$ cat src/rtl/core/ppl_pkg.sv
// ----------------------------------------------------------------------------
// Partition prune lookup package
// Shared constants, codes and types of the partition prune lookup block.
// ----------------------------------------------------------------------------
package ppl_pkg;

   localparam int MAX_RANGES    = 256;
   localparam int KEY_WIDTH     = 32;
   localparam int IDX_WIDTH     = $clog2(MAX_RANGES);
   localparam int POS_WIDTH     = IDX_WIDTH + 2;
   localparam int RCOUNT_WIDTH  = IDX_WIDTH + 1;
   localparam int PCOUNT_WIDTH  = 16;
   localparam int OUT_IDX_WIDTH = 16;
   localparam int STRAT_WIDTH   = 3;
   localparam int OUTCOME_WIDTH = 2;
   localparam int QUEUE_DEPTH   = 2;
   localparam int QPTR_WIDTH    = $clog2(QUEUE_DEPTH);
   localparam int QCNT_WIDTH    = $clog2(QUEUE_DEPTH + 1);
   localparam int DIV_CNT_WIDTH = $clog2(KEY_WIDTH);
   localparam int CSR_IDX_WIDTH = 2;
   localparam int CSR_DATA_WIDTH = 16;

   // request kinds
   localparam logic OP_WRITE = 1'b0;
   localparam logic OP_QUERY = 1'b1;

   // partitioning modes
   localparam logic MODE_HASH  = 1'b0;
   localparam logic MODE_RANGE = 1'b1;

   // comparison operators
   localparam logic [STRAT_WIDTH-1:0] STRAT_LT = 3'd0;
   localparam logic [STRAT_WIDTH-1:0] STRAT_LE = 3'd1;
   localparam logic [STRAT_WIDTH-1:0] STRAT_EQ = 3'd2;
   localparam logic [STRAT_WIDTH-1:0] STRAT_GE = 3'd3;
   localparam logic [STRAT_WIDTH-1:0] STRAT_GT = 3'd4;

   // result outcomes
   localparam logic [OUTCOME_WIDTH-1:0] OUT_SPAN = 2'd0;
   localparam logic [OUTCOME_WIDTH-1:0] OUT_ALL  = 2'd1;
   localparam logic [OUTCOME_WIDTH-1:0] OUT_NONE = 2'd2;

   // register indexes
   localparam logic [CSR_IDX_WIDTH-1:0] CSR_MODE   = 2'd0;
   localparam logic [CSR_IDX_WIDTH-1:0] CSR_PCOUNT = 2'd1;
   localparam logic [CSR_IDX_WIDTH-1:0] CSR_RCOUNT = 2'd2;

   typedef struct packed {
      logic                    mode;
      logic [PCOUNT_WIDTH-1:0] part_count;
      logic [RCOUNT_WIDTH-1:0] range_count;
   } ppl_cfg_type;

   typedef enum logic [1:0] {
      KIND_WRITE,
      KIND_HASH,
      KIND_RANGE,
      KIND_ALL
   } ppl_kind_type;

   typedef struct packed {
      ppl_kind_type           kind;
      logic [IDX_WIDTH-1:0]   index;
      logic [KEY_WIDTH-1:0]   lower;
      logic [KEY_WIDTH-1:0]   upper;
      logic [STRAT_WIDTH-1:0] strategy;
      logic [KEY_WIDTH-1:0]   key;
      logic [IDX_WIDTH-1:0]   last_entry;
   } ppl_item_type;

   typedef struct packed {
      logic [OUTCOME_WIDTH-1:0] outcome;
      logic [OUT_IDX_WIDTH-1:0] first_index;
      logic [OUT_IDX_WIDTH-1:0] last_index;
      logic                     found;
   } ppl_result_type;

   typedef enum logic [2:0] {
      ST_IDLE,
      ST_DIV,
      ST_CHK_LO,
      ST_CHK_HI,
      ST_PROBE,
      ST_FINISH,
      ST_SEND
   } ppl_state_type;

endpackage

$ cat src/rtl/core/ppl_front.sv
// ----------------------------------------------------------------------------
// Partition prune lookup front end
// Accepts requests, classifies them against the configuration and queues
// them for the back end.
// ----------------------------------------------------------------------------
module ppl_front (
   input  logic                           clock,
   input  logic                           reset,
   input  ppl_pkg::ppl_cfg_type           cfg,
   input  logic                           req_valid,
   output logic                           req_ready,
   input  logic                           req_operation,
   input  logic [ppl_pkg::IDX_WIDTH-1:0]  req_entry_index,
   input  logic [ppl_pkg::KEY_WIDTH-1:0]  req_entry_lower,
   input  logic [ppl_pkg::KEY_WIDTH-1:0]  req_entry_upper,
   input  logic [ppl_pkg::STRAT_WIDTH-1:0] req_strategy,
   input  logic [ppl_pkg::KEY_WIDTH-1:0]  req_key_value,
   output logic                           item_valid,
   input  logic                           item_ready,
   output ppl_pkg::ppl_item_type          item
);
   import ppl_pkg::*;

   ppl_item_type            queue_ff [QUEUE_DEPTH];
   logic [QPTR_WIDTH-1:0]   wr_ptr_ff, wr_ptr_in;
   logic [QPTR_WIDTH-1:0]   rd_ptr_ff, rd_ptr_in;
   logic [QCNT_WIDTH-1:0]   count_ff, count_in;
   ppl_item_type            new_item;
   logic [RCOUNT_WIDTH-1:0] n_clamp;
   logic                    push, pop;

   // classify
   always_comb begin
      n_clamp = (cfg.range_count > RCOUNT_WIDTH'(MAX_RANGES)) ?
                RCOUNT_WIDTH'(MAX_RANGES) : cfg.range_count;
      new_item.index      = req_entry_index;
      new_item.lower      = req_entry_lower;
      new_item.upper      = req_entry_upper;
      new_item.strategy   = req_strategy;
      new_item.key        = req_key_value;
      new_item.last_entry = IDX_WIDTH'(n_clamp - RCOUNT_WIDTH'(1));
      if (req_operation == OP_WRITE) begin
         new_item.kind = KIND_WRITE;
      end else if (cfg.mode == MODE_HASH) begin
         if (req_strategy == STRAT_EQ && cfg.part_count != '0) begin
            new_item.kind = KIND_HASH;
         end else begin
            new_item.kind = KIND_ALL;
         end
      end else if (req_strategy > STRAT_GT || n_clamp == '0) begin
         new_item.kind = KIND_ALL;
      end else begin
         new_item.kind = KIND_RANGE;
      end
   end

   assign req_ready  = (count_ff != QCNT_WIDTH'(QUEUE_DEPTH));
   assign item_valid = (count_ff != '0);
   assign item       = queue_ff[rd_ptr_ff];
   assign push       = req_valid && req_ready;
   assign pop        = item_valid && item_ready;

   always_comb begin
      wr_ptr_in = push ? wr_ptr_ff + QPTR_WIDTH'(1) : wr_ptr_ff;
      rd_ptr_in = pop ? rd_ptr_ff + QPTR_WIDTH'(1) : rd_ptr_ff;
      count_in  = count_ff;
      if (push && !pop) begin
         count_in = count_ff + QCNT_WIDTH'(1);
      end else if (pop && !push) begin
         count_in = count_ff - QCNT_WIDTH'(1);
      end
   end

   always_ff @(posedge clock) begin
      if (reset) begin
         wr_ptr_ff <= '0;
         rd_ptr_ff <= '0;
         count_ff  <= '0;
      end else begin
         wr_ptr_ff <= wr_ptr_in;
         rd_ptr_ff <= rd_ptr_in;
         count_ff  <= count_in;
      end
   end

   always_ff @(posedge clock) begin
      if (push) begin
         queue_ff[wr_ptr_ff] <= new_item;
      end
   end

endmodule

$ cat config.mk
export PLATFORM = sky130hd
export DESIGN_NAME = ppl_front
export DESIGN_NICKNAME = d
export VERILOG_FILES = /design/src/rtl/core/ppl_pkg.sv /design/src/rtl/core/ppl_front.sv
export SDC_FILE = /design/constraint.sdc
export NUM_CORES = 1
export LEC_CHECK = 0
export ABC_AREA = 1
export BUFFER_PORTS_ARGS = -buffer_cell sky130_fd_sc_hd__buf_2
export CORE_AREA = 2 2 131 133
export DETAILED_ROUTE_END_ITERATION = 8
export DIE_AREA = 0 0 133 135
export PLACE_DENSITY = 0.92
export SLEW_MARGIN = 20
export SYNTH_ARGS = -nofsm -noshare
export SYNTH_HDL_FRONTEND = slang
export SYNTH_SLANG_ARGS = --single-unit
$ cat constraint.sdc
create_clock -name clock -period 16.5 [get_ports clock]
set_input_delay 2.475 -clock clock [delete_from_list [all_inputs] [get_ports clock]]
set_output_delay 2.475 -clock clock [all_outputs]
set_load 0.05 [all_outputs]
Yosys cells after proc, flatten, opt, wreduce, memory -nomap -nowiden
Memory sizes are Yosys's and may differ from the RTL's. A register that Yosys moved wholly into a read port is not among the register bits.
Index checks and enable logic that the tools add are counted.
{"block": "totals", "reg_bits": 4, "mem_bits_rw": 234, "input_bits": 138, "output_inout_bits": 119, "elab_cells": 36, "mem_count": 1}
{"name": "queue_ff", "words": 2, "word_bits": 117, "read_ports": 1, "rd_clocked_by_memory_dff": 1, "write_ports": 1, "line_no": "ppl_front.sv:24", "text": "ppl_item_type queue_ff [QUEUE_DEPTH];"}
{"block": "classes", "add_sub_neg": 5, "n_lt_le_gt_ge": 2, "eq_ne": 2, "mux": 11, "n_reduce_logical": 12}
{"operator": "$reduce_bool A16 Y1", "count": 1}
{"operator": "$mux W2", "count": 5}
{"operator": "$gt A9 B9 Y1 const B", "count": 1}
{"operator": "$logic_not A9 Y1", "count": 1}
{"operator": "$mux W9", "count": 1}
{"operator": "$sub A8 B1 Y8 const B", "count": 1}
{"operator": "$logic_and A1 B1 Y1", "count": 5}
{"operator": "$mux W1", "count": 5}
{"operator": "$reduce_bool A2 Y1", "count": 2}
{"operator": "$eq A3 B2 Y1 const B", "count": 1}
{"operator": "$gt A3 B3 Y1 const B", "count": 1}
{"operator": "$add A1 B1 Y1 const B", "count": 2}
{"operator": "$add A2 B1 Y2 const B", "count": 1}
{"operator": "$logic_not A1 Y1", "count": 2}
{"operator": "$ne A2 B2 Y1 const B", "count": 1}
{"operator": "$sub A2 B1 Y2 const B", "count": 1}
{"operator": "$logic_or A1 B1 Y1", "count": 1}

Logic depth before layout (Yosys ltp)
{"block": "logic_depth", "ltp_word": 7, "mapped_depth": 10, "depth_no_buf": 10}

Least setup slack after synthesis
No wires, ideal clock.
{"block": "synth_path", "kind": "input to register", "start": "input port req_valid", "end": "memory queue_ff[1][0] in the netlist's numbering, enable pin", "setup_ns": 0.596, "t_arrival_ns": 7.473, "t_required_ns": 15.904, "slack_ns": 8.431, "path_stages": 2, "path_buffers": 0, "path_cell_list": "nand2_1 > nor2_1"}
{"block": "synth_between", "elab_chain_cells": 3}
{"element": "start: declaration", "line_no": "ppl_front.sv:10", "text": "input logic req_valid,"}
{"element": "$logic_and A1 B1 Y1", "line_no": "ppl_front.sv:60", "text": "assign push = req_valid && req_ready;"}
{"element": "$mux W1", "line_no": "ppl_front.sv:87", "text": "if (push) begin"}
{"element": "$mux W1 (not written as such)", "line_no": "ppl_front.sv:88", "text": "queue_ff[wr_ptr_ff] <= new_item;"}
{"element": "end: declaration", "line_no": "ppl_front.sv:24"}
No other way between the ends.

==> out/results.txt <==
VDD IR max - 0.128 mV
Syn-to-layout area delta - 24.6%
Antenna viol nets, final - 0
Die area - 18000 um2
FF+latch count, synth - 239
Worst reg2reg setup slack - 13510 ps
Result of the run - finished clean
Row count - 47
Post-CTS setup buffer count - 0
Initial antenna violation count - 1
Clock Skews - 11.8 ps
Static Leak - 4.37 nW
Hold bufs inserted after CTS - 0
CP Capture Type - output pin
Final Max Slew Viols - 0
WP data arrival - 2630 ps
Final min period - 5100 ps
Syn Std Cell Area - 9090 um2
Vias - 5075
Final setup fails - 0
Worst-Margin Slew - 887 ps
Power Total - 0.00200 W
Startpoint types - flip-flop
Critical Path RT - 14030 ps
Chip Height - 135 um
Final Util - 0.690
CTS tree - built
Peak Freq - 0.196 GHz
First-pass GRT wire length - 26200 um
Post-synthesis sequential area ratio - 0.784
Overall Global Routing Usage - 0.188
Power Density - 176 nW/um2
Seq. cell area - 7130 um2
Total Wirelength - 17500 um
Final period util - 0.309
Clock sinks - 239
Max_cap viols - 0
# DRC - 0
Grt ovf - 0
Final hold vios - 0
Reg-to-reg startpoint - count_ff[0]$_SDFFE_PP0P_
Via/cell ratio - 5.21
Buf/Inv on CP - 2
Nets - 879
Router iterations before antenna repair - 4
Ys Warns - 0
Syn_nets - 605
Die width - 133 um
RSZ-0062 raised after global routing - false
Clk root buf - clkbuf_16
Vias in the first global route - 5304
IO buf count - 256
Max clock buf depth - 3
Cts bufs inserted - 24
Largest net degree at the start of global routing - 84
Reg-to-Reg End - queue_ff[1][29]$_DFFE_PP_
Initial Utilization - 0.554
Min-Delay Endpoint - count_ff[0]$_SDFFE_PP0P_
Final GP Congestion - 0.818
Core area - 16400 um2
Delay of the slowest critical-path stage - 710 ps
Library cells used by synthesis - 22
CP delay by family, top - buffers and inverters
Max_slew headroom - 0.408
Cells after Synth - 464
Setup_tns - 0 ps
HPWL after DPL - 11600 um
Worst hold path depth - 2
CP Cell Sequence - buf_6 -> mux2_2 -> buf_2
Share of cells above drive strength 1 - 0.545
R2R depth - 6
Drt first-iter violations - 181
Worst skew pair latency - 510 ps
Worst-path clk slew - 60 ps
Mean cell area of the mapped netlist - 19.6 um2
CP max FO - 83
Area of the multi-input gates - 1840 um2
Post-CTS Resized - 0
Min-delay src - count_ff[0]$_SDFFE_PP0P_
Fillers - 1075
Slowest-stage cell, CP - buf_6
Setup CP Type - reg -> out
H-tree Lvls - 1
IO Pins - 257
HP Class - reg -> reg
DR WL/cell - 18.0 um
==> tightest hold or removal path, delay by kind of cell (launching register included) <==
family	cells	cell delay [ps]
DFF	1	320
AOI/OAI and AO/OA	1	60
and+or+nand+nor	1	70
==> sequential cells by signal, summed over array words and instances, names as in the netlist, named ones only <==
signal / flops
count_ff: 2
queue_ff: 234
rd_ptr_ff: 1
wr_ptr_ff: 1
==> cells by family after synthesis <==
kind of cell / Yosys count / share of synthesized area
xor gates and xnor gates: 4 / 0.00385
adders and majority gates: 3 / 0.00413
and+or+nand+nor: 64 / 0.0286
muxes: 117 / 0.157
DFF: 239 / 0.784
AOI/OAI and AO/OA: 11 / 0.00633
buffers and inverters: 26 / 0.0160
==> per-stage QoR <==
step,setup slack [ps],hold WS [ps],cells,area [um2]
floorplan,8430,451,464,9090
global placement,11510,458,932,10600
detailed placement,11480,489,932,10600
CTS,11380,497,974,11300
global route,11290,532,974,11300
finish,11400,495,975,11300
==> worst max-delay path by stage <==
stage,end,slack (ps),cells past startpoint
after global routing,item[11],11290,3
after global placement,queue_ff[1][28]$_DFFE_PP_,11510,5
after CTS,item[20],11380,3
final,item[56],11400,3
after floorplan,queue_ff[1][0]$_DFFE_PP_,8430,2
after detailed placement,queue_ff[1][81]$_DFFE_PP_,11480,5
==> cell type report <==
cell class	instances	share of cell area
flip-flops and latches	239	0.630
clock buffers	35	0.0594
multi-input cells	199	0.162
inverters	13	0.00431
diodes	1	0.000221
clock inverters	7	0.00342
well taps	220	0.0243
repair buffers	261	0.117
==> Yosys cell counts <==
cell	n	area, um2
nand4_1	1	6.26
nor3_1	2	10.0
buf_6	5	56.3
edfxtp_1	234	7030
buf_2	8	40.0
o21ai_0	4	20.0
inv_1	12	45.0
xnor2_1	1	8.76
dfxtp_1	5	100
and2_1	1	6.26
a21oi_1	6	30.0
xor2_1	3	26.3
nor2_1	19	71.3
inv_2	1	3.75
o21a_1	1	7.51
nand2_1	34	128
nand3_1	5	25.0
or2_1	1	6.26
mux2_2	87	980
mux2_4	30	450
nor3b_1	1	7.51
ha_1	3	37.5
==> metal layers <==
layer,global-route usage,up-vias,part of all wire
li1,-,2330,-
met1,0.211,2473,0.36
met2,0.343,231,0.53
met3,0.0454,41,0.081
met4,0.0806,0,0.035
met5,0,-,0
==> report_power, final <==
group,internal (W),total (W),leakage [nW],switching (W)
combinational,0.000191,0.000693,1.80,0.000502
clock,0.000282,0.000490,0.342,0.000208
sequential,0.000780,0.000814,2.22,0.0000333
total,0.00125,0.00200,4.37,0.000743
==> cell usage in the layout, fill, tap and decap left out, types with 4 or more instances in the layout <==
master	Yosys	final
o21ai_0	4	4
clkinv_1	0	4
nand3_1	5	5
buf_4	0	4
a21oi_1	6	6
mux2_4	30	30
buf_2	8	256
nor2_1	19	17
clkbuf_16	0	25
inv_1	12	12
edfxtp_1	234	234
dfxtp_1	5	4
clkbuf_1	0	9
nand2_1	34	34
mux2_2	87	87
No activity file was read; power rests on OpenSTA's default activity.
